--- src/rtl/assert_macros.svh ---
// assertion macros used by the rtl controller
`ifndef ASSERT_MACROS_SVH
`define ASSERT_MACROS_SVH

// same-cycle implication
`define TMSG_ASSERT_IMP(lbl, clk, rst_n, ante, cons) \
  lbl: assert property (@(posedge clk) disable iff (!rst_n) (ante) |-> (cons)) \
    else $error("same-cycle check failed");

// next-cycle implication
`define TMSG_ASSERT_NXT(lbl, clk, rst_n, ante, cons) \
  lbl: assert property (@(posedge clk) disable iff (!rst_n) (ante) |=> (cons)) \
    else $error("next-cycle check failed");

`endif

--- src/rtl/tmsg_pkg.sv ---
`timescale 1ns / 1ps

package tmsg_pkg;

  localparam int LAT_W     = 31;
  localparam int LON_W     = 32;
  localparam int HGT_W     = 32;
  localparam int CNT_W     = 9;
  localparam int CFG_W     = 9;
  localparam int COORD_W   = 8;
  localparam int CFG_IDX_W = 1;

  // shared multiplier operand widths
  localparam int MUL_AW = 68;
  localparam int MUL_BW = 34;
  localparam int MUL_PW = MUL_AW + MUL_BW;
  localparam int NUM_W  = 104;
  localparam int DIV_NW = 106;
  localparam int DIV_DW = MUL_AW;
  localparam int CMP_W  = 80;
  localparam int SUM_W  = 108;
  localparam int EDGE_W = 14;

  localparam logic [CFG_IDX_W-1:0] REG_COLS = 1'b0;
  localparam logic [CFG_IDX_W-1:0] REG_ROWS = 1'b1;

  localparam logic [CNT_W-1:0]        CNT_MAX = 9'd511;
  localparam logic signed [HGT_W-1:0] HGT_MIN = 32'sh8000_0000;
  localparam logic signed [HGT_W-1:0] HGT_MAX = 32'sh7fff_ffff;

  typedef enum logic [1:0] {
    OP_LOAD  = 2'd0,
    OP_READ  = 2'd1,
    OP_SPLAT = 2'd2,
    OP_NOP   = 2'd3
  } op_t;

  typedef enum logic [4:0] {
    DP_NONE, DP_CAPTURE, DP_LOAD, DP_READ, DP_READ_TAKE, DP_SETUP,
    DP_MUL_GO, DP_MUL_TAKE, DP_DET_FIX, DP_CELL_READ, DP_CELL_BOX,
    DP_FLIP, DP_DIV_GO, DP_QUOT, DP_SAT, DP_NEXT, DP_POST
  } dp_op_t;

  typedef enum logic [2:0] {
    JOB_DET0, JOB_DET1, JOB_NA0, JOB_NA1, JOB_NB0, JOB_NB1, JOB_NUM0, JOB_NUM1
  } mul_job_t;

  typedef struct packed {
    dp_op_t   op;
    mul_job_t job;
  } dp_cmd_t;

  typedef struct packed {
    op_t  op;
    logic det_zero;
    logic grid_empty;
    logic in_box;
    logic pass;
    logic last_cell;
    logic mul_done;
    logic div_done;
    logic out_free;
  } dp_status_t;

endpackage

--- src/rtl/tmsg_ctrl.sv ---
`timescale 1ns / 1ps
`include "assert_macros.svh"

module tmsg_ctrl (
  input  logic                 clk,
  input  logic                 rst_n,
  input  logic                 in_valid,
  output logic                 in_stall,
  output tmsg_pkg::dp_cmd_t    cmd,
  input  tmsg_pkg::dp_status_t status
);

  import tmsg_pkg::*;

  typedef enum logic [18:0] {
    S_IDLE     = 19'h00001,
    S_DISPATCH = 19'h00002,
    S_LOAD     = 19'h00004,
    S_READ     = 19'h00008,
    S_RDTAKE   = 19'h00010,
    S_SETUP    = 19'h00020,
    S_MGO      = 19'h00040,
    S_MWAIT    = 19'h00080,
    S_DETCHK   = 19'h00100,
    S_CRD      = 19'h00200,
    S_CBOX     = 19'h00400,
    S_FLIP     = 19'h00800,
    S_TEST     = 19'h01000,
    S_DIVGO    = 19'h02000,
    S_DIVW     = 19'h04000,
    S_QUOT     = 19'h08000,
    S_SAT      = 19'h10000,
    S_NEXT     = 19'h20000,
    S_DONE     = 19'h40000
  } state_t;

  state_t   state_r, state_nxt;
  mul_job_t job_r, job_nxt;

  always_comb begin
    state_nxt = state_r;
    job_nxt   = job_r;
    cmd.op    = DP_NONE;
    cmd.job   = job_r;
    unique case (state_r)
      S_IDLE: begin
        if (in_valid) begin
          cmd.op    = DP_CAPTURE;
          state_nxt = S_DISPATCH;
        end
      end
      S_DISPATCH: begin
        unique case (status.op)
          OP_LOAD:  state_nxt = S_LOAD;
          OP_READ:  state_nxt = S_READ;
          OP_SPLAT: state_nxt = S_SETUP;
          OP_NOP:   state_nxt = S_DONE;
          default:  state_nxt = S_DONE;
        endcase
      end
      S_LOAD: begin
        cmd.op    = DP_LOAD;
        state_nxt = S_DONE;
      end
      S_READ: begin
        cmd.op    = DP_READ;
        state_nxt = S_RDTAKE;
      end
      S_RDTAKE: begin
        cmd.op    = DP_READ_TAKE;
        state_nxt = S_DONE;
      end
      S_SETUP: begin
        cmd.op    = DP_SETUP;
        job_nxt   = JOB_DET0;
        state_nxt = S_MGO;
      end
      S_MGO: begin
        cmd.op    = DP_MUL_GO;
        state_nxt = S_MWAIT;
      end
      S_MWAIT: begin
        cmd.op = DP_MUL_TAKE;
        if (status.mul_done) begin
          unique case (job_r)
            JOB_DET0: begin job_nxt = JOB_DET1; state_nxt = S_MGO;    end
            JOB_DET1: begin                     state_nxt = S_DETCHK; end
            JOB_NA0:  begin job_nxt = JOB_NA1;  state_nxt = S_MGO;    end
            JOB_NA1:  begin job_nxt = JOB_NB0;  state_nxt = S_MGO;    end
            JOB_NB0:  begin job_nxt = JOB_NB1;  state_nxt = S_MGO;    end
            JOB_NB1:  begin                     state_nxt = S_FLIP;   end
            JOB_NUM0: begin job_nxt = JOB_NUM1; state_nxt = S_MGO;    end
            JOB_NUM1: begin                     state_nxt = S_DIVGO;  end
            default:  begin                     state_nxt = S_DONE;   end
          endcase
        end
      end
      S_DETCHK: begin
        cmd.op    = DP_DET_FIX;
        state_nxt = (status.det_zero || status.grid_empty) ? S_DONE : S_CRD;
      end
      S_CRD: begin
        cmd.op    = DP_CELL_READ;
        state_nxt = S_CBOX;
      end
      S_CBOX: begin
        cmd.op = DP_CELL_BOX;
        if (status.in_box) begin
          job_nxt   = JOB_NA0;
          state_nxt = S_MGO;
        end else begin
          state_nxt = S_NEXT;
        end
      end
      S_FLIP: begin
        cmd.op    = DP_FLIP;
        state_nxt = S_TEST;
      end
      S_TEST: begin
        if (status.pass) begin
          job_nxt   = JOB_NUM0;
          state_nxt = S_MGO;
        end else begin
          state_nxt = S_NEXT;
        end
      end
      S_DIVGO: begin
        cmd.op    = DP_DIV_GO;
        state_nxt = S_DIVW;
      end
      S_DIVW: begin
        if (status.div_done) begin
          state_nxt = S_QUOT;
        end
      end
      S_QUOT: begin
        cmd.op    = DP_QUOT;
        state_nxt = S_SAT;
      end
      S_SAT: begin
        cmd.op    = DP_SAT;
        state_nxt = S_NEXT;
      end
      S_NEXT: begin
        cmd.op    = DP_NEXT;
        state_nxt = status.last_cell ? S_DONE : S_CRD;
      end
      S_DONE: begin
        if (status.out_free) begin
          cmd.op    = DP_POST;
          state_nxt = S_IDLE;
        end
      end
      default: begin
        state_nxt = S_IDLE;
      end
    endcase
  end

  always_ff @(posedge clk) begin
    if (!rst_n) begin
      state_r <= S_IDLE;
      job_r   <= JOB_DET0;
    end else begin
      state_r <= state_nxt;
      job_r   <= job_nxt;
    end
  end

  assign in_stall = state_r != S_IDLE;

  `TMSG_ASSERT_NXT(a_accept_dispatch, clk, rst_n, in_valid && !in_stall, state_r == S_DISPATCH)
  `TMSG_ASSERT_IMP(a_mul_done_waited, clk, rst_n, status.mul_done, state_r == S_MWAIT)
  `TMSG_ASSERT_IMP(a_div_done_waited, clk, rst_n, status.div_done, state_r == S_DIVW)

endmodule

--- config.mk ---
export PLATFORM = sky130hd
export DESIGN_NAME = tmsg_ctrl
export DESIGN_NICKNAME = d
export VERILOG_FILES = /design/src/rtl/tmsg_pkg.sv /design/src/rtl/tmsg_ctrl.sv
export VERILOG_INCLUDE_DIRS = /design/src /design/src/rtl
export SDC_FILE = /design/constraint.sdc
export NUM_CORES = 1
export LEC_CHECK = 0
export BUFFER_PORTS_ARGS = -buffer_cell sky130_fd_sc_hd__buf_2
export CORE_MARGIN = 5
export CORE_UTILIZATION = 51
export DETAILED_ROUTE_END_ITERATION = 10
export PLACE_DENSITY = 0.74
export SLEW_MARGIN = 20
export SYNTH_ARGS = -nofsm -noshare
export SYNTH_HDL_FRONTEND = slang
export SYNTH_SLANG_ARGS = --single-unit
--- constraint.sdc ---
create_clock -name clk -period 2.19 [get_ports clk]
set_clock_uncertainty 0.15 [all_clocks]
set_input_delay 0.1095 -clock clk [delete_from_list [all_inputs] [get_ports clk]]
set_output_delay 0.1095 -clock clk [all_outputs]
set_load 0.1 [all_outputs]
# Yosys cells after proc, flatten, opt, wreduce, memory -nomap -nowiden
# Index checks and enable logic that the tools add are counted.
# classes
reduce_logical	8
eq_ne	37
mux	19
# op_table
op	n
19-bit case mux with 18 select lines	1
19-bit case mux with 4 select lines	2
19-bit two-way mux	6
5-bit case mux with 16 select lines	1
18-bit two-way mux	2
19-bit by 1-bit == test with 1-bit output (second input constant)	1
19-bit by 10-bit == test with 1-bit output (second input constant)	1
19-bit by 11-bit == test with 1-bit output (second input constant)	1
19-bit by 12-bit == test with 1-bit output (second input constant)	1
19-bit by 13-bit == test with 1-bit output (second input constant)	1
19-bit by 14-bit == test with 1-bit output (second input constant)	1
19-bit by 15-bit == test with 1-bit output (second input constant)	1
19-bit by 16-bit == test with 1-bit output (second input constant)	1
19-bit by 17-bit == test with 1-bit output (second input constant)	1
19-bit by 18-bit == test with 1-bit output (second input constant)	1
19-bit == test (second input constant)	1
19-bit by 2-bit == test with 1-bit output (second input constant)	1
19-bit by 3-bit == test with 1-bit output (second input constant)	1
19-bit by 4-bit == test with 1-bit output (second input constant)	1
19-bit by 5-bit == test with 1-bit output (second input constant)	1
19-bit by 6-bit == test with 1-bit output (second input constant)	1
19-bit by 7-bit == test with 1-bit output (second input constant)	1
19-bit by 8-bit == test with 1-bit output (second input constant)	1
19-bit by 9-bit == test with 1-bit output (second input constant)	1
other kinds (21)	33
# word_totals
output_inout_bits	9
in_bits	13
regBits	22

# Longest topological paths before layout
# depth
depth_word	5
ltp_mapped	8
mapped_depth_nobuf	6

# Worst setup path after synthesis
# Ideal clock, no wire load.
# synth_path
kind	reg-to-output
startpoint	reg state_r[5]
endpoint	out cmd[7] in the netlist's numbering
n_path_buf	1
arrival_time_ns	3.135
setup_slack_ns	-1.205
path_stages_with_launch	5
cell_sequence	dfxtp_1 -> buf_2 -> nor4_2 -> nand4_1 -> nor3_1
# synth_rtl
item	line	source
start, declared	tmsg_ctrl.sv:37	state_t state_r, state_nxt;
start signal, assigned	tmsg_ctrl.sv:165	state_r <= state_nxt;
end, declared	tmsg_ctrl.sv:9	output tmsg_pkg::dp_cmd_t cmd,

==> results by group <==
Outcome
  • Status: complete, but fails checks
  • Violated checks: negative setup slack

Power and ir drop
  • Pwr dens: 777.7 mW/mm^2
  • Combinational power share: 0.594
  • P_int: 1.101 mW
  • Power Total: 1.961 mW
  • Net Sw Power: 860.1 uW
  • Seq pwr share: 0.237
  • Clock power share: 0.169
  • Sw Ratio: 0.4386
  • Peak supply drop: 0.001184 V
  • LEAKAGE: 1.047 nW

Setup path
  • Slowest cell on crit path: dfxtp_4
  • CP most frequent cell: buf_4
  • Critical-path cell list: nor4_4, nand4_1, buf_4, buf_6, nor4_2, buf_4, nor2_2, nand2_4, buf_12
  • Crit path DAT: 2.43 ns
  • Critical Path RT: 1.93 ns
  • Critical Path Source Type: flop
  • Worst-path maximum fanout: 7
  • Cell family with most CP delay: simple AND/OR/NAND/NOR gates
  • CP bufs+invs: 4
  • Crit. End Element: output pin
  • CP peak stage delay: 0.40 ns
  • Crit path kind: flop to output pin

Layout
  • # diodes: 0
  • Multi-input gate area: 0.001225 sq mm
  • Ratio of cells with drive above 1 in the final layout: 0.5344
  • Non-Filler Instances: 293
  • FF/Latch Area: 471.7 sq um
  • Most frequent cells in the layout: 48 x buf_4, 23 x nor2_1, 15 x buf_2
  • Layout area overhead: 70.91%
  • Fillers: 109
  • Final net count: 276
  • Most common cell after layout, fill and taps aside: buf_4

Clock tree
  • Number of H-tree branching levels: 1
  • Clock sinks: 22
  • CTS tree: done
  • Clock root cell: clkbuf_4
  • Clock Latency Late Sink: 0.34 ns
  • Longest Clk Path Bufs: 2
  • TritonCTS Buffers: 3
  • Clk slew on worst S/H paths: 0.14 ns

Die
  • Die ar.: 0.004068 sq mm
  • Initial Util: 0.5349
  • Die height: 63.78 microns
  • Core area: 0.002758 sq mm
  • I/O pin count: 22
  • DIE WIDTH: 63.78 microns
  • Row Count: 19

Timing
  • Final setup viols: 28
  • Final Max Tran Viols: 0
  • Final Cycle Share: 1.226
  • Highest clock rate: 372.4 MHz
  • Least-Margin Pin Slew: 0.5737 ns
  • Hold Fails Final Rpt: 0
  • Setup ws final: -0.4955 ns
  • Max-slew headroom: 0.6121
  • Crit path time final: 2.685 ns
  • RSZ-0062 raised after global routing: yes

Detailed routing
  • DRT Wirelength: 6964 microns
  • Residual DRC: 0
  • Remaining antenna violation count: 0
  • First-pass iteration count of the detailed router: 5
  • Routed length per instance: 23.77 microns
  • Via-per-instance ratio: 7.065
  • DRT iter0 DRCs: 283
  • DR vias: 2070

Synth
  • Distinct cells, synth: 55
  • Avg Inst Size Synth: 8.105 sq um
  • Post-Syn Instances: 182
  • Synthesized cell area: 0.001475 sq mm
  • Number of synthesized flops with an enable pin: 0
  • Register area share after synthesis: 0.2986
  • Post-synth top area cell: dfxtp_1
  • Fraction of registers with async set/reset: 0
  • Synth Warn #: 0
  • Synth top area share: 0.2986
  • Top FF cell, synth: dfxtp_1
  • Synth area leaders: dfxtp_1 30%, nor2_1 6.4%, nand2_1 3.6%
  • Syn Nets: 195
  • Synthesized flop and latch total: 22

Global routing
  • Antenna violations before repair: 0
  • Pin count of the biggest net entering global routing: 14
  • First-pass GRT wire length: 10190 microns
  • Total gr overflow: 0
  • Total Routing Usage GR: 0.3137
  • Number of global-route vias before repair: 2077

Placed design
  • GP Congestion: 1.025
  • Detailed Place HPWL: 3939 microns
  • PortBufs: 21
  • Placed insts: 264

Min path
  • Min-delay worst type: primary input to flop

Job
  • Max Cap Violations: 0
cell families after synthesis:
group	after synthesis	synth area share
muxes	1	0.006786
AOI/OAI and AO/OA	29	0.1544
and+or+nand+nor	110	0.4631
buffers and inverters	14	0.04157
xor gates and xnor gates	6	0.03562
DFF	22	0.2986
area by class of cell:
type,count,area share
sequential,22,0.1871
timing repair buffer,83,0.2789
tap,31,0.01538
inverter,7,0.01191
multi-input combinational,146,0.4859
clock inverter,1,0.01191
clock buffer,3,0.008933
final timing paths:
| path | from | endpoint | slack [ns] | cells after the start |
|---|---|---|---|---|
| setup / recovery | state_r[4] | cmd[6] | -0.50 | 9 |
| hold / removal | in_valid | state_r[0] | 0.04 | 4 |
| setup reg to reg | state_r[4] | state_r[7] | -0.33 | 10 |
| hold reg to reg | job_r[2] | state_r[8] | 0.38 | 1 |
synthesized netlist by cell type, types with 4 or more instances:
cell and number:
a21oi_1 5, or3_1 5, nand2_1 14, nand3_1 7, nor2b_1 4, buf_2 4
nor3_1 10, nor2_1 25, nor4b_1 4, nor4_2 4, or4_1 6, and3_1 4
xnor2_1 4, inv_1 7, dfxtp_1 22, a21boi_0 4
tightest hold or removal path: stages:
cell      delay [ns]
buf_2           0.09
nor2_1          0.04
nand3_1         0.14
o311ai_2        0.12
metrics by stage:
step | hold WS, ns | setup TNS [ns] | utilization | setup WS (ns) | area, sq um
detailed placement | 0.1640 | -1.580 | 0.7559 | -0.1030 | 2085
global placement | 0.1608 | -0.5205 | 0.7559 | -0.09656 | 2085
floorplan | 0.03530 | -0.5674 | - | -0.3224 | 1625
finish | 0.04407 | -7.091 | 0.9142 | -0.4955 | 2521
CTS | 0.02187 | -4.115 | 0.8702 | -0.3276 | 2400
global route | 0.03443 | -8.702 | 0.9142 | -0.5208 | 2521
layer usage:
layer	routed length (microns)	share of wire	track usage
met1	2466	0.35	0.3402
met4	500	0.072	0.2338
met3	652	0.094	0.07356
met2	3344	0.48	0.5251
met5	0	0	0
power by group through the flow:
stage	combinational, mW	clock [mW]	sequential, mW
final	1.16	0.331	0.465
after global routing	1.21	0.356	0.463
after CTS	1.05	0.325	0.455
after detailed placement	0.915	0	0.468
after global placement	0.902	0	0.463
after floorplan	0.594	0	0.471
registers in the layout, summed over array words and instances, names as in the netlist:
name,count
job_r,3
state_r,19
repair_timing:
| action | in CTS | in global routing |
|---|---|---|
| resized for setup | 24 | 20 |
| hold buffers | 8 | 0 |
| pin swaps | 14 | 13 |
| setup buffers | 12 | 5 |
| endpoints found under the setup margin | 27 | 28 |
| hold endpoints to repair | 11 | 0 |
Note: power is estimated with default switching activity, not from simulation.
